**config.mk**
```make
export PLATFORM = sky130hd
export DESIGN_NAME = percent_decode_hash_to_hex_unit
export DESIGN_NICKNAME = d
export VERILOG_FILES = /design/src/hdl/pdh_pkg.sv /design/src/hdl/percent_decode_hash_to_hex_unit.sv
export SDC_FILE = /design/constraint.sdc
export NUM_CORES = 1
export LEC_CHECK = 0
export BUFFER_PORTS_ARGS = -buffer_cell sky130_fd_sc_hd__buf_2
export CAP_MARGIN = 20
export CORE_ASPECT_RATIO = 1.2
export CORE_UTILIZATION = 51
export CTS_CLUSTER_DIAMETER = 120
export DETAILED_ROUTE_END_ITERATION = 8
export PLACE_DENSITY = 0.76
export SETUP_SLACK_MARGIN = 0.4
export SYNTH_ARGS = -nofsm -noshare
export SYNTH_HDL_FRONTEND = slang
export SYNTH_SLANG_ARGS = --single-unit
```
**constraint.sdc**
```tcl
create_clock -name clk -period 2.7 [get_ports clk]
set_input_delay 0.54 -clock clk [delete_from_list [all_inputs] [get_ports clk]]
set_output_delay 0.54 -clock clk [all_outputs]
set_load 0.01 [all_outputs]
```
**src/hdl/pdh_pkg.sv**
```systemverilog
package pdh_pkg;

    // default hash length in bytes
    localparam int HASH_BYTES_DEF = 20;

    localparam int CHAR_W = 8;
    localparam int HEX_W  = 7;
    localparam int IDX_W  = 5;

    localparam logic [CHAR_W-1:0] PERCENT_CHAR = 8'h25;
    localparam logic [HEX_W-1:0]  HEX_ZERO     = 7'd48;

    typedef enum logic [1:0] {
        KIND_BYTE   = 2'd0,
        KIND_OK     = 2'd1,
        KIND_SHORT  = 2'd2,
        KIND_BADESC = 2'd3
    } kind_t;

    typedef enum logic [1:0] {
        PH_IDLE   = 2'd0,
        PH_FIRST  = 2'd1,
        PH_SECOND = 2'd2
    } phase_t;

    // lowercase ascii digit for a nibble
    function automatic logic [HEX_W-1:0] hex_digit(input logic [3:0] n);
        if (n < 4'd10)
        begin
            return 7'd48 + {3'b000, n};
        end
        else
        begin
            return 7'd87 + {3'b000, n};
        end
    endfunction

    // {valid, value} of an ascii hex digit, either case
    function automatic logic [4:0] hex_value(input logic [CHAR_W-1:0] ch);
        logic [7:0] d;
        d = 8'd0;
        if (ch >= 8'h30 && ch <= 8'h39)
        begin
            d = ch - 8'h30;
            return {1'b1, d[3:0]};
        end
        else if (ch >= 8'h61 && ch <= 8'h66)
        begin
            d = ch - 8'h57;
            return {1'b1, d[3:0]};
        end
        else if (ch >= 8'h41 && ch <= 8'h46)
        begin
            d = ch - 8'h37;
            return {1'b1, d[3:0]};
        end
        return 5'd0;
    endfunction

endpackage

```
**src/hdl/percent_decode_hash_to_hex_unit.sv**
```systemverilog
// percent decoder for a url-encoded hash value
//
// input channel (in_valid / in_stall): one raw character per request, with
// last_char set on the final character of the value. a '%' and two hex
// digits give one byte, any other character is one literal byte.
// output channel (out_valid / out_stall): zero, one or two results per request. kind 0
// carries a decoded byte with its two lowercase hex digits and its index;
// kinds 1..3 close the value (ok, too short, bad escape). a last character
// that also yields a byte gives the byte first, then the status, and
// run_end marks the final result caused by each character.
// a taken character waits in the input register and is then decoded into
// the result buffer, from which its results are shown.
// throughput: one character per cycle, limited only by the result buffer,
// which drains one result per cycle; a closing character with a byte gives
// two results. the input register keeps taking a character while a
// finished result waits, so a stalled receiver costs one character of slack.
// reset clears the escape phase, byte count, error flag and all valid bits;
// after each closing character the decoder returns to that same state.
// while out_stall is high the shown result holds and in_stall rises once
// the input register is full.
module percent_decode_hash_to_hex_unit #(
    parameter int HASH_BYTES = pdh_pkg::HASH_BYTES_DEF
) (
    input  logic                            clk,
    input  logic                            rst_n,
    input  logic                            in_valid,
    output logic                            in_stall,
    input  logic [pdh_pkg::CHAR_W-1:0]      char_in,
    input  logic                            last_char,
    output logic                            out_valid,
    input  logic                            out_stall,
    output logic [1:0]                      kind,
    output logic [pdh_pkg::CHAR_W-1:0]      decoded_byte,
    output logic [pdh_pkg::HEX_W-1:0]       hex_high,
    output logic [pdh_pkg::HEX_W-1:0]       hex_low,
    output logic [pdh_pkg::IDX_W-1:0]       byte_index,
    output logic                            run_end
);
    import pdh_pkg::*;

    localparam int CNT_W = $clog2(HASH_BYTES + 1);
    localparam logic [CNT_W-1:0] CNT_FULL = CNT_W'(HASH_BYTES);

    // input register
    logic              in_vld_reg;
    logic [CHAR_W-1:0] in_char_reg;
    logic              in_last_reg;

    // decoder state
    phase_t            phase_reg, phase_next;
    logic [3:0]        nib_reg, nib_next;
    logic [CNT_W-1:0]  cnt_reg, cnt_next;
    logic              bad_reg, bad_next;

    // result buffer: one byte slot ahead of one status slot
    logic              byte_vld_reg;
    logic              stat_vld_reg;
    logic [CHAR_W-1:0] byte_reg;
    logic [HEX_W-1:0]  hh_reg;
    logic [HEX_W-1:0]  hl_reg;
    logic [IDX_W-1:0]  idx_reg;
    kind_t             stat_kind_reg;

    logic              emit;
    logic [CHAR_W-1:0] emit_byte;
    kind_t             stat_kind;
    logic [4:0]        hv;
    logic              not_full;
    logic              out_take;
    logic              buf_free;
    logic              proc;
    logic [CNT_W-1:0]  cnt_stepped;

    // handshake and flow
    assign out_valid = byte_vld_reg | stat_vld_reg;
    assign out_take  = out_valid & ~out_stall;
    // buffer will be empty after this edge
    assign buf_free  = ~out_valid | (out_take & ~(byte_vld_reg & stat_vld_reg));
    assign proc      = in_vld_reg & buf_free;
    assign in_stall  = in_vld_reg & ~buf_free;

    // result mux
    assign kind         = byte_vld_reg ? KIND_BYTE : stat_kind_reg;
    assign decoded_byte = byte_vld_reg ? byte_reg : '0;
    assign hex_high     = byte_vld_reg ? hh_reg : HEX_ZERO;
    assign hex_low      = byte_vld_reg ? hl_reg : HEX_ZERO;
    assign byte_index   = byte_vld_reg ? idx_reg : '0;
    assign run_end      = ~byte_vld_reg | ~stat_vld_reg;

    // per-character decode
    always_comb
    begin
        hv         = hex_value(in_char_reg);
        not_full   = cnt_reg < CNT_FULL;
        emit       = 1'b0;
        emit_byte  = in_char_reg;
        phase_next = phase_reg;
        nib_next   = nib_reg;
        bad_next   = bad_reg;
        stat_kind  = KIND_OK;
        unique case (phase_reg)
            PH_FIRST:
            begin
                if (!hv[4])
                begin
                    bad_next = 1'b1;
                end
                nib_next   = hv[3:0];
                phase_next = PH_SECOND;
            end
            PH_SECOND:
            begin
                phase_next = PH_IDLE;
                if (!hv[4])
                begin
                    bad_next = 1'b1;
                end
                // a bad first digit suppresses the byte
                if (hv[4] && !bad_reg && not_full)
                begin
                    emit      = 1'b1;
                    emit_byte = {nib_reg, hv[3:0]};
                end
                nib_next = 4'd0;
            end
            PH_IDLE:
            begin
                if (not_full)
                begin
                    if (in_char_reg == PERCENT_CHAR)
                    begin
                        phase_next = PH_FIRST;
                    end
                    else
                    begin
                        emit = 1'b1;
                    end
                end
            end
            default:
            begin
                phase_next = PH_IDLE;
            end
        endcase
        cnt_stepped = cnt_reg + CNT_W'(emit);
        cnt_next    = cnt_stepped;

        // closing status, then back to the reset state
        priority if (phase_next != PH_IDLE || bad_next)
        begin
            stat_kind = KIND_BADESC;
        end
        else if (cnt_stepped < CNT_FULL)
        begin
            stat_kind = KIND_SHORT;
        end
        else
        begin
            stat_kind = KIND_OK;
        end
        if (in_last_reg)
        begin
            phase_next = PH_IDLE;
            nib_next   = 4'd0;
            cnt_next   = '0;
            bad_next   = 1'b0;
        end
    end

    always_ff @(posedge clk or negedge rst_n)
    begin
        if (!rst_n)
        begin
            in_vld_reg <= 1'b0;
        end
        else if (!in_stall)
        begin
            in_vld_reg <= in_valid;
        end
    end

    always_ff @(posedge clk)
    begin
        if (in_valid && !in_stall)
        begin
            in_char_reg <= char_in;
            in_last_reg <= last_char;
        end
    end

    always_ff @(posedge clk or negedge rst_n)
    begin
        if (!rst_n)
        begin
            phase_reg <= PH_IDLE;
            nib_reg   <= 4'd0;
            cnt_reg   <= '0;
            bad_reg   <= 1'b0;
        end
        else if (proc)
        begin
            phase_reg <= phase_next;
            nib_reg   <= nib_next;
            cnt_reg   <= cnt_next;
            bad_reg   <= bad_next;
        end
    end

    always_ff @(posedge clk or negedge rst_n)
    begin
        if (!rst_n)
        begin
            byte_vld_reg <= 1'b0;
            stat_vld_reg <= 1'b0;
        end
        else if (proc)
        begin
            byte_vld_reg <= emit;
            stat_vld_reg <= in_last_reg;
        end
        else if (out_take)
        begin
            if (byte_vld_reg)
            begin
                byte_vld_reg <= 1'b0;
            end
            else
            begin
                stat_vld_reg <= 1'b0;
            end
        end
    end

    always_ff @(posedge clk)
    begin
        if (proc)
        begin
            byte_reg      <= emit_byte;
            hh_reg        <= hex_digit(emit_byte[7:4]);
            hl_reg        <= hex_digit(emit_byte[3:0]);
            idx_reg       <= IDX_W'(cnt_reg);
            stat_kind_reg <= stat_kind;
        end
    end

    // byte count never passes the hash length
    a_cnt_bound: assert property (@(posedge clk) disable iff (!rst_n)
        cnt_reg <= CNT_FULL)
        else $error("byte count beyond hash length");

    // a closing character leaves the decoder in its reset state
    a_close_clears: assert property (@(posedge clk) disable iff (!rst_n)
        proc && in_last_reg |=> phase_reg == PH_IDLE && cnt_reg == '0 && !bad_reg)
        else $error("state not cleared after closing character");

    // byte results carry matching hex digits and an index inside the hash
    a_byte_result: assert property (@(posedge clk) disable iff (!rst_n)
        out_valid && kind == KIND_BYTE |->
            hex_high == hex_digit(decoded_byte[7:4]) &&
            hex_low == hex_digit(decoded_byte[3:0]) &&
            {1'b0, byte_index} < (IDX_W + 1)'(HASH_BYTES))
        else $error("inconsistent byte result");

    // a status result is always the final result of its character
    a_stat_end: assert property (@(posedge clk) disable iff (!rst_n)
        out_valid && kind != KIND_BYTE |-> run_end)
        else $error("status result without run_end");

endmodule

```
=== Yosys cells after proc, flatten, opt, wreduce, memory -nomap -nowiden ===
Index checks and enable logic that the tools add are counted.
Widths: inputs -> output; s select.

* $add $sub $neg: 8
* Magnitude comparators: 10
* Equal/unequal tests: 4
* Muxes and demuxes: 36
* Bitwise gates (word level): 14
* Reductions and logical operators: 16

{| class="wikitable"
|+ Operators with widths
! operator !! count
|-
| $mux 5 || 6
|-
| $mux 7 || 4
|-
| $mux 8 || 3
|-
| $ge 8x7->1 const B || 2
|-
| $le 8x7->1 const B || 2
|-
| $add 6x4->7 const A || 2
|-
| $add 7x4->7 const A || 2
|-
| $mux 1 || 14
|-
| $lt 5x5->1 const B || 2
|-
| $mux 2 || 5
|-
| $eq 8x6->1 const B || 1
|-
| $ge 8x6->1 const B || 1
|-
| $le 8x6->1 const B || 1
|-
| $lt 4x4->1 const B || 2
|-
| $pmux 4 s2 || 1
|-
| $sub 4x3->4 const B || 2
|-
| $logic_and 1x1->1 || 6
|-
| $not 1->1 || 6
|-
| $add 5x1->5 || 1
|-
| $and 1x1->1 || 5
|-
| $mux 4 || 1
|-
| $pmux 2 s2 || 1
|-
| $reduce_and 2->1 || 2
|-
| $reduce_bool 2->1 || 2
|-
| other kinds (11) || 14
|}

* Register bits after elaboration: 53
* Input bits: 13
* Output and inout bits: 32
* Logic and storage cells: 102

=== Logic depth before layout (Yosys ltp) ===
Gate-level depths: netlist of the first run.

* Depth after elaboration: 13
* Gate-level depth with buffers: 14
* Mapped depth without buffers: 12

=== Worst setup path before layout of the first run ===
No wires, ideal clock.

* Path type: flip-flop to flip-flop
* Start: reg in_char_reg[1]
* End: reg stat_kind_reg[1] (data pin)
* Library setup time: 0.258 ns
* Data arrival time: 2.546 ns
* Data required time: 2.442 ns
* Setup slack: -0.104 ns
* Stages on the path, launching flop included: 15
* Path buffers: 2
* Clock period less this slack: 2.804 ns
* Cell sequence: edfxtp_1 clkbuf_1 inv_1 ha_1 nor4b_1 nor3_1 nand4_1 buf_4 o21ai_0 ha_1 ha_1 o21a_1 a21oi_1 a21oi_1 nand2b_1

* Word-level cells in the longest chain between the ends: 13
* Elaborated cells between the ends (all ways): 32
* Classes of those cells: 1 x add/sub; 7 x order compare; 1 x eq/ne; 16 x mux; 7 x reduce/logical

{| class="wikitable"
|+ RTL lines
! what !! line !! source
|-
| start, declared || percent_decode_hash_to_hex_unit.sv:46 || <nowiki>logic [CHAR_W-1:0] in_char_reg;</nowiki>
|-
| start signal, assigned || percent_decode_hash_to_hex_unit.sv:186 || <nowiki>in_char_reg <= char_in;</nowiki>
|-
| $ge 8x7->1 / $le 8x7->1 (equally long branches) || pdh_pkg.sv:52 || <nowiki>else if (ch >= 8'h41 && ch <= 8'h46)</nowiki>
|-
| $logic_and 1x1->1 || pdh_pkg.sv:52 ||
|-
| $mux 1 || pdh_pkg.sv:52 ||
|-
| $mux 1 || pdh_pkg.sv:47 || <nowiki>else if (ch >= 8'h61 && ch <= 8'h66)</nowiki>
|-
| $mux 1 || pdh_pkg.sv:42 || <nowiki>if (ch >= 8'h30 && ch <= 8'h39)</nowiki>
|-
| $mux 5 || pdh_pkg.sv:57 || <nowiki>return 5'd0;</nowiki>
|-
| $logic_and 1x1->1 (2 in a row) || percent_decode_hash_to_hex_unit.sv:119 || <nowiki>if (hv[4] && !bad_reg && not_full)</nowiki>
|-
| $mux 1 || percent_decode_hash_to_hex_unit.sv:119 ||
|-
| $pmux 1 s2 || percent_decode_hash_to_hex_unit.sv:101 || <nowiki>unique case (phase_reg)</nowiki>
|-
| $add 5x1->5 || percent_decode_hash_to_hex_unit.sv:145 || <nowiki>cnt_stepped = cnt_reg + CNT_W'(emit);</nowiki>
|-
| $lt 5x5->1 || percent_decode_hash_to_hex_unit.sv:153 || <nowiki>else if (cnt_stepped < CNT_FULL)</nowiki>
|-
| $mux 2 || percent_decode_hash_to_hex_unit.sv:153 ||
|-
| end signal, assigned || percent_decode_hash_to_hex_unit.sv:242 || <nowiki>stat_kind_reg <= stat_kind;</nowiki>
|-
| end, declared || percent_decode_hash_to_hex_unit.sv:62 || <nowiki>kind_t stat_kind_reg;</nowiki>
|}

Several ways; a longest one is shown, not always the timed one.
A chain may end at the register's enable or synchronous reset.

=== Final worst setup path of the first run ===
* Start: reg in_char_reg[0]
* End: reg stat_kind_reg[1] (data pin)

Same word-level chain as after synthesis.

==> out/metrics.csv, run 1 <==
metric,value,unit
hpwlAfterDp,3.47,mm
antenna_found_initial,0,
drcViolationCount,0,
p_leak,1.49,nW
cp_data_required_time,2.76,ns
final_net_count,342,
final-setup-viol-count,0,
use_met1,24.4,%
first_pass_iters,5,
clk_pin_slew_worst_paths,0.09,ns
worstRegToRegCells,12,
global_route_wire_length_before_repair,8.85,mm
drt-initial-drc-count,89,
timing.final.crit_period,2.52,ns
placeableCoreArea,5080,um^2
numCtsBuffers,5,
r2r-end,stat_kind_reg[1],
start_kind,register,
min-delay-path-class,in2async,
global_route.overflow_total,0,
floorplan.die.width,69.1,um
antenna_cells_inserted,0,
max_freq,398,MHz
grt_usage,20.0,%
chipHeight,82.5,um
hold_viol,0,
power_frac_clock,17.6,%
route.vias.total,2032,
via_count_of_the_first_global_routing_pass,1903,
avgViaCountPerCell,5.36,
comb_power_share,41.3,%
cts_tree,done,
cp.arrival,2.58,ns
insertion_delay,0.31,ns
p_per_area,885,nW/um^2
globalRouteMet2Util,34.8,%
timing.reg2reg.setup_slack,0.18,ns
ys_async_sr_fraction,28.3,%
rsz_0062_raised_after_global_routing,yes,
placementRows,28,
worst_setup_path_end_kind,register,
slew_viol_final,0,
power.share.switching,34.9,%
count_of_flip_flops_with_a_built_in_enable_after_synthesis,38,
setup_total_negative_slack,0,ns
share_of_the_clock_period_used_by_the_worst_path_after_layout,93.2,%
finalClockSkew,0.00721,ns
ys_warn_count,0,
netSwitchingPower,1.10,mW
cts_sinks,53,
dominantRegCellSynth,sky130_fd_sc_hd__edfxtp_1,
synth_seq_cells,53,
grt_most_used_layer,met2,
layout-area-overhead-vs-synth,29.7,%
die-area,5700,um^2
cts.htree.levels,2,
status,"complete, no violations",
seqPwrFrac,41.1,%
buffer_ports.inserted,44,
start_util,54.2,%
postSynthCellCount,245,
wl_per_cell,14.0,um
max_cap_violations,0,
grt_start_max_net_pins,34,
worst_r2r_startpoint,in_char_reg[0],
critical_path.max_fanout,5,
p_int,2.06,mW
synth_cell_type_count,47,
gp_routability_congestion,0.804,
critPathKind,reg2reg,
cell_area_after_technology_mapping,2750,um^2
vdd.ir_drop.worst,0.517,mV
cts_buffer_depth,2,
syn_area_per_cell,11.2,um^2
globalRouteMet3Util,3.52,%
pin_count,45,
total_power,3.16,mW
wirelength,5.30,mm
detail-route-antenna-nets,0,
sequential_share_of_the_synthesized_area,55.1,%
cts.root.buffer_cell,sky130_fd_sc_hd__clkbuf_8,
final_layout_size_suffix_gt1_share,37.9,%
## cell families (layout without fill, tap and decap cells)
kind of cell,Yosys count,after routing,share of synthesized area [%]
XOR/XNOR,8,8,2.82
other,1,2,0.136
AO/OA/AOI/OAI,46,46,11.2
multiplexers,8,8,3.00
flip-flops,53,53,55.1
AND/OR/NAND/NOR,93,93,18.8
adder cells (fa/ha/maj),12,12,5.36
buffers and inverters,24,97,3.68
## power by group through the flow
stage               clock [mW]  combinational [mW]  sequential [mW]
floorplan                    0               0.796             1.28
detailed placement           0                1.17             1.31
global route             0.600                1.46             1.33
finish                   0.557                1.30             1.30
CTS                      0.568                1.25             1.30
global placement             0                1.14             1.30
## cell usage in the layout (no fill, tap or decap), types with 6 or more instances in the layout
master	count
sky130_fd_sc_hd__buf_2	44
sky130_fd_sc_hd__nand2b_1	7
sky130_fd_sc_hd__nand2_1	25
sky130_fd_sc_hd__dfrtp_1	15
sky130_fd_sc_hd__buf_4	24
sky130_fd_sc_hd__nor2_1	8
sky130_fd_sc_hd__clkbuf_8	6
sky130_fd_sc_hd__edfxtp_1	38
sky130_fd_sc_hd__inv_1	10
sky130_fd_sc_hd__o21ai_0	13
sky130_fd_sc_hd__a21oi_1	6
sky130_fd_sc_hd__and2_1	25
## metrics by stage
stage / util [%] / hold slack [ns] / worst slack [ns] / cells / area (um^2)
after floorplan: - / 0.244 / 0.209 / 246 / 2840
after global placement: 62.6 / 0.465 / 0.195 / 354 / 3180
after detailed placement: 62.6 / 0.468 / 0.0888 / 354 / 3180
after CTS: 68.4 / 0.132 / 0.204 / 376 / 3470
after global routing: 70.3 / 0.145 / 0.0262 / 379 / 3570
final: 70.3 / 0.126 / 0.184 / 379 / 3570
## how the worst max path moves through the flow
stage                               from               end  depth (start not counted)
after floorplan           in_char_reg[0]  stat_kind_reg[1]                         13
after global placement    in_char_reg[1]  stat_kind_reg[1]                         11
after detailed placement  in_char_reg[0]  stat_kind_reg[1]                         12
after CTS                 in_char_reg[1]  stat_kind_reg[1]                         11
after global routing      in_char_reg[1]  stat_kind_reg[1]                         11
final                     in_char_reg[0]  stat_kind_reg[1]                         12
## critical path, stage by stage, from the launching register on
cell	delay, ns
sky130_fd_sc_hd__edfxtp_1	0.46
sky130_fd_sc_hd__buf_6	0.16
sky130_fd_sc_hd__ha_4	0.17
sky130_fd_sc_hd__nor4b_4	0.28
sky130_fd_sc_hd__nor3_2	0.08
sky130_fd_sc_hd__nand4_1	0.19
sky130_fd_sc_hd__o21ai_2	0.14
sky130_fd_sc_hd__ha_4	0.20
sky130_fd_sc_hd__ha_4	0.17
sky130_fd_sc_hd__o21a_1	0.11
sky130_fd_sc_hd__a21oi_2	0.13
sky130_fd_sc_hd__a21oi_2	0.04
sky130_fd_sc_hd__nand2b_1	0.14
## cell type report
class	count	area (um^2)
inverter	15	61.3
multi-input combinational	169	1330
tap	60	75.1
clock inverter	2	37.5
fill	357	1510
timing repair buffer	74	472
sequential	53	1520
clock buffer	6	82.6
## routing by layer
layer | routed length (um) | part of all wire (%) | up-vias
li1 | - | - | 1001
met1 | 2260 | 43 | 965
met2 | 2710 | 51 | 53
met3 | 172 | 3.2 | 13
met4 | 159 | 3.0 | 0
met5 | 0 | 0 | -
## timing repair
item,CTS,global route
buffers inserted,14,3
resized for setup,18,15
pin swaps,9,4
setup endpoints to repair,13,21
hold buffers,0,0
## Yosys cell counts (all sizes together) (3+ instances only)
library cell	instances	share of area (%)
inv	14	1.9
dfrtp	15	14
or2	3	0.68
nor2	10	1.5
edfxtp	38	41
nand2	25	3.4
nand3b	3	0.82
mux2i	6	2.2
a21oi	10	1.8
nand4	3	0.68
xnor2	6	2.2
nor3	3	0.55
nor2b	3	0.68
ha	11	5.0
nand3	3	0.55
a31oi	5	1.1
nand2b	8	1.8
clkbuf	7	0.95
o21ai	17	3.1
and2	25	5.7
(Power assumes the default switching activity.)
==> run 2, diff against run 1 <==
--- a/config.mk
+++ b/config.mk
@@ -9,6 +9,7 @@
 export CAP_MARGIN = 20
 export CORE_ASPECT_RATIO = 1.2
 export CORE_UTILIZATION = 51
+export CTS_BUF_LIST = sky130_fd_sc_hd__clkbuf_16
 export CTS_CLUSTER_DIAMETER = 120
 export DETAILED_ROUTE_END_ITERATION = 8
 export PLACE_DENSITY = 0.76
==> constraint.sdc (replaced) <==
create_clock -name clk -period 2.15 [get_ports clk]
set_input_delay 0.43 -clock clk [delete_from_list [all_inputs] [get_ports clk]]
set_output_delay 0.43 -clock clk [all_outputs]
set_load 0.01 [all_outputs]
==> run 2 against run 1 <==
Effect of this change: the run now ends with setup timing left; total power increased by 66%; sequential cell count is the same; final cell count is 11% higher; routed wire length is 61% higher; setup slack got worse by 0.68 ns; critical path depth stayed put; non-clock buffer count is 43 higher; register-to-register slack lost 0.68 ns; count of clock-buffer cells in the layout is 1 lower; sequential share of layout area decreased by 7.8 points; utilization increased by 16 points; critical path type unchanged; critical endpoint is now hl_reg[1]; largest power group is now combinational cells; highest routed layer unchanged.
==> out/metrics.csv, run 2 (synthesized netlist as in run 1, its figures left out) <==
metric,value,unit
status,finished with violations,
failed_checks,setup timing,
r2r-end,hl_reg[1],
critical_path.max_fanout,4,
vdd.ir_drop.worst,0.829,mV
finalClockSkew,0.0110,ns
wl_per_cell,20.2,um
grt_usage,25.0,%
p_per_area,1200,nW/um^2
cts_buffer_depth,2,
placementRows,28,
start_kind,register,
cts.root.buffer_cell,sky130_fd_sc_hd__clkbuf_16,
antenna_found_initial,0,
drt-initial-drc-count,261,
timing.final.crit_period,2.64,ns
max_cap_violations,0,
gp_routability_congestion,0.804,
critPathKind,reg2reg,
via_count_of_the_first_global_routing_pass,2165,
total_power,5.24,mW
cts_tree,done,
first_pass_iters,4,
global_route.overflow_total,0,
chipHeight,82.5,um
pin_count,45,
wirelength,8.53,mm
setup_total_negative_slack,-7.03,ns
cts.htree.levels,2,
worst_setup_path_end_kind,register,
cts_sinks,53,
hold_buffers,0,
worstRegToRegCells,12,
finalWorstSetupSlack,-0.491,ns
grt_start_max_net_pins,18,
p_leak,1.86,nW
start_util,54.2,%
global_route_wire_length_before_repair,10.7,mm
final_layout_size_suffix_gt1_share,54.4,%
timing.reg2reg.setup_slack,-0.49,ns
clk_pin_slew_worst_paths,0.08,ns
avgViaCountPerCell,5.82,
floorplan.die.width,69.1,um
layout-area-overhead-vs-synth,59.0,%
detail-route-antenna-nets,0,
buffer_ports.inserted,44,
placeableCoreArea,5080,um^2
insertion_delay,0.30,ns
leading_cell_type_in_the_layout_fill_and_taps_excluded,sky130_fd_sc_hd__buf_4,
route.vias.total,2454,
antenna_cells_inserted,0,
hold_viol,0,
worst_r2r_startpoint,in_char_reg[0],
cp_data_required_time,2.28,ns
final_net_count,385,
max_freq,379,MHz
cp.arrival,2.77,ns
tightest_slew,0.556,ns
rsz_0062_raised_after_global_routing,yes,
min-delay-path-class,in2async,
worst_slew_margin_rel,62.6,%
drcViolationCount,0,
numCtsBuffers,5,
final-setup-viol-count,26,
hpwlAfterDp,3.86,mm
die-area,5700,um^2
slew_viol_final,0,
layout_common_cells,"sky130_fd_sc_hd__buf_4, sky130_fd_sc_hd__edfxtp_1, sky130_fd_sc_hd__buf_6",
share_of_the_clock_period_used_by_the_worst_path_after_layout,123,%
==> run 2: repair_timing <==
item / CTS / global route
pin swaps: 13 / 31
gates resized for setup: 36 / 86
setup endpoints to repair: 56 / 61
gates cloned: 1 / 0
setup buffers: 26 / 8
==> run 2: power breakdown <==
| group | switching (mW) | internal, mW | total [mW] |
|---|---|---|---|
| registers | 0.177 | 1.49 | 1.66 |
| logic | 1.30 | 1.35 | 2.65 |
| clock network | 0.380 | 0.546 | 0.927 |
==> run 2: critical path, cell delays in order (launching register included) <==
cell,delay [ns]
sky130_fd_sc_hd__edfxtp_1,0.45
sky130_fd_sc_hd__inv_2,0.08
sky130_fd_sc_hd__ha_4,0.18
sky130_fd_sc_hd__nor4b_4,0.13
sky130_fd_sc_hd__nor3_2,0.20
sky130_fd_sc_hd__nand4_1,0.16
sky130_fd_sc_hd__buf_6,0.17
sky130_fd_sc_hd__nor2_4,0.18
sky130_fd_sc_hd__mux2i_2,0.28
sky130_fd_sc_hd__ha_2,0.32
sky130_fd_sc_hd__nand2_1,0.08
sky130_fd_sc_hd__nand2_1,0.06
sky130_fd_sc_hd__o22ai_1,0.19
==> run 2: layout make-up <==
class                      count  area, um^2
clock buffer                   5         125
clock inverter                 3        41.3
fill                         217         702
inverter                      15        66.3
multi-input combinational    169        1520
sequential                    53        1520
tap                           60        75.1
timing repair buffer         117        1030
==> run 2: stage by stage <==
stage                     hold WS (ns)  instances  area, um^2  utilization (%)  setup slack, ns
after detailed placement         0.357        379        3390             66.7           -0.414
final                           0.0270        422        4380             86.2           -0.491
after CTS                       0.0421        414        3940             77.5           -0.350
after floorplan                  0.134        246        2850                -           -0.341
after global placement           0.361        379        3390             66.7           -0.319
after global routing            0.0453        422        4380             86.2           -0.544
==> run 2: worst max-delay path by stage <==
| stage | startpoint | end | cells after the start |
|---|---|---|---|
| floorplan | in_char_reg[0] | stat_kind_reg[1] | 13 |
| global placement | in_char_reg[1] | stat_kind_reg[1] | 11 |
| detailed placement | in_char_reg[1] | stat_kind_reg[0] | 11 |
| CTS | in_char_reg[1] | stat_kind_reg[1] | 11 |
| global route | in_char_reg[1] | stat_kind_reg[0] | 15 |
| finish | in_char_reg[0] | hl_reg[1] | 12 |
==> run 2: per-layer routing <==
| metal | GRT usage, % | vias up | wire (um) |
|---|---|---|---|
| met5 | 0 | - | 0 |
| met3 | 5.34 | 44 | 527 |
| met2 | 45.0 | 144 | 4490 |
| li1 | - | 1095 | - |
| met1 | 27.4 | 1171 | 3050 |
| met4 | 15.3 | 0 | 462 |
==> run 3, diff against run 2 <==
--- a/config.mk
+++ b/config.mk
@@ -7,12 +7,14 @@
 export LEC_CHECK = 0
 export BUFFER_PORTS_ARGS = -buffer_cell sky130_fd_sc_hd__buf_2
 export CAP_MARGIN = 20
+export CELL_PAD_IN_SITES_DETAIL_PLACEMENT = 0
+export CELL_PAD_IN_SITES_GLOBAL_PLACEMENT = 1
 export CORE_ASPECT_RATIO = 1.2
-export CORE_UTILIZATION = 51
+export CORE_UTILIZATION = 40
 export CTS_BUF_LIST = sky130_fd_sc_hd__clkbuf_16
-export CTS_CLUSTER_DIAMETER = 120
+export CTS_CLUSTER_DIAMETER = 30
 export DETAILED_ROUTE_END_ITERATION = 8
-export PLACE_DENSITY = 0.76
+export PLACE_DENSITY_LB_ADDON = 0.1
 export SETUP_SLACK_MARGIN = 0.4
 export SYNTH_ARGS = -nofsm -noshare
 export SYNTH_HDL_FRONTEND = slang
==> run 3 against run 2 <==
Effect of this change: the flow still finishes with violations (setup timing); register-to-register slack better by 0.11 ns; first-iteration DRC count decreased by 74%; via count shrank 13%; hold slack better by 0.012 ns; highest routed layer unchanged; largest cell class is now flip-flops and latches; sequential cell count did not move; count of clock-buffer cells in the layout did not move.
==> out/metrics.csv, run 3 (synthesized netlist as in run 1, its figures left out) <==
metric,value,unit
status,finished with violations,
failed_checks,setup timing,
finalClockSkew,0.00581,ns
cts.root.buffer_cell,sky130_fd_sc_hd__clkbuf_16,
antenna_cells_inserted,0,
hold_buffers,0,
final-setup-viol-count,26,
worst_setup_path_end_kind,register,
start_util,42.2,%
placeableCoreArea,6530,um^2
p_leak,1.80,nW
hpwlAfterDp,3.76,mm
timing.final.crit_period,2.53,ns
max_cap_violations,0,
design_area,4250,um^2
critical_path.max_fanout,4,
share_of_the_clock_period_used_by_the_worst_path_after_layout,118,%
slew_viol_final,0,
floorplan.die.width,77.7,um
cp_data_required_time,2.19,ns
chipHeight,92.9,um
antenna_found_initial,0,
leading_cell_type_in_the_layout_fill_and_taps_excluded,sky130_fd_sc_hd__buf_4,
via_count_of_the_first_global_routing_pass,2084,
path_cells,clkinv_4 > ha_4 > or4bb_4 > nor3_4 > o21ai_4 > ha_4 > ha_4 > o21a_1 > a21oi_2 > a21oi_2 > nand2b_1,
layout_common_cells,"sky130_fd_sc_hd__buf_4, sky130_fd_sc_hd__buf_2, sky130_fd_sc_hd__edfxtp_1",
fin_worst_hold_slack,0.0391,ns
start_kind,register,
p_per_area,1110,nW/um^2
tightest_slew,0.510,ns
finalWorstSetupSlack,-0.378,ns
buffer_ports.inserted,44,
die-area,7220,um^2
rsz_0062_raised_after_global_routing,yes,
drcViolationCount,0,
wl_per_cell,13.6,um
route.vias.total,2133,
layout-area-overhead-vs-synth,54.4,%
wirelength,6.07,mm
insertion_delay,0.29,ns
maximum_cell_stage_delay_along_the_critical_path,0.48,ns
pin_count,45,
final_layout_size_suffix_gt1_share,48.8,%
placementRows,32,
grt_start_max_net_pins,34,
avgViaCountPerCell,4.76,
global_route.overflow_total,0,
timing.critical_path.buf_inv,1,
global_route_wire_length_before_repair,9.50,mm
detail-route-antenna-nets,0,
critPathKind,reg2reg,
detailed_place.area,3460,um^2
grt_usage,17.0,%
vdd.ir_drop.worst,0.557,mV
numCtsBuffers,5,
clk_pin_slew_worst_paths,0.07,ns
cts.htree.levels,2,
max_freq,396,MHz
worst_slew_margin_rel,65.7,%
cp_common_cell,sky130_fd_sc_hd__ha_4,
first_pass_iters,6,
critPathSlowestCell,sky130_fd_sc_hd__or4bb_4,
gp_routability_congestion,0.835,
cts_buffer_depth,2,
drt-initial-drc-count,69,
cts_sinks,53,
cp.arrival,2.57,ns
final_net_count,386,
cts_tree,done,
timing.critical_path.max_delay_family,simple AND/OR/NAND/NOR gates,
min-delay-path-class,in2async,
hold_viol,0,
-- run 3: cell count changes in the layout (fill, tap and decap cells not counted), sizes merged --
cell      previous run  this run
clkinvlp             1         0
inv                 13        14
clkbuf               5         6
-- run 3: metrics by stage --
step	setup slack, ns	power, mW	std cells	utilization, %	TNS (ns)
after floorplan	-0.341	2.62	246	-	-1.74
after global placement	-0.341	3.29	410	53.1	-2.72
after detailed placement	-0.405	3.31	410	53.1	-3.10
after CTS	-0.319	4.42	436	61.3	-3.73
after global routing	-0.476	5.01	448	65.2	-7.97
final	-0.378	4.72	448	65.2	-4.83
-- run 3: cell type report --
type                            instances  area [um^2]
Multi-Input combinational cell        169         1460
Timing Repair Buffer                  118          938
Inverter                               15         66.3
Fill cell                             498         2270
Tap cell                               85          106
Clock inverter                          3         42.5
Sequential cell                        53         1520
Clock buffer                            5          125
-- run 3: worst paths after layout --
check	startpoint	endpoint	slack, ns	cells past startpoint
setup / recovery	in_char_reg[1]	stat_kind_reg[1]	-0.38	11
min in group clk	last_char	in_last_reg	0.31	1
hold reg to reg	nib_reg[3]	nib_reg[3]	0.50	2
max in group asynchronous	rst_n	byte_vld_reg	1.83	1
setup reg to reg	in_char_reg[1]	stat_kind_reg[1]	-0.38	11
hold / removal	rst_n	cnt_reg[0]	0.04	1
-- run 3: power by group --
part,total [mW],internal (mW),switching [mW]
Combinational,2.19,1.12,1.07
Sequential,1.63,1.49,0.148
Clock,0.899,0.547,0.351
Total,4.72,3.15,1.57
-- run 3: worst reg2reg max path: stages (launching register included) --
cell	delay, ns
sky130_fd_sc_hd__edfxtp_1	0.45
sky130_fd_sc_hd__clkinv_4	0.10
sky130_fd_sc_hd__ha_4	0.16
sky130_fd_sc_hd__or4bb_4	0.48
sky130_fd_sc_hd__nor3_4	0.19
sky130_fd_sc_hd__o21ai_4	0.09
sky130_fd_sc_hd__ha_4	0.18
sky130_fd_sc_hd__ha_4	0.18
sky130_fd_sc_hd__o21a_1	0.13
sky130_fd_sc_hd__a21oi_2	0.15
sky130_fd_sc_hd__a21oi_2	0.05
sky130_fd_sc_hd__nand2b_1	0.14
-- run 3: layer usage --
layer | GRT usage (%) | vias up | share of wire, %
met3 | 3.35 | 11 | 3.0
met2 | 29.1 | 45 | 51
met5 | 0 | - | 0
met1 | 20.3 | 989 | 43
li1 | - | 1088 | -
met4 | 8.49 | 0 | 2.8
-- run 3: timing repair --
| item | CTS | global route |
|---|---|---|
| cloned | 0 | 1 |
| resized for setup | 55 | 29 |
| setup buffers | 18 | 11 |
| pin swaps | 16 | 16 |
| setup endpoints to repair | 34 | 35 |
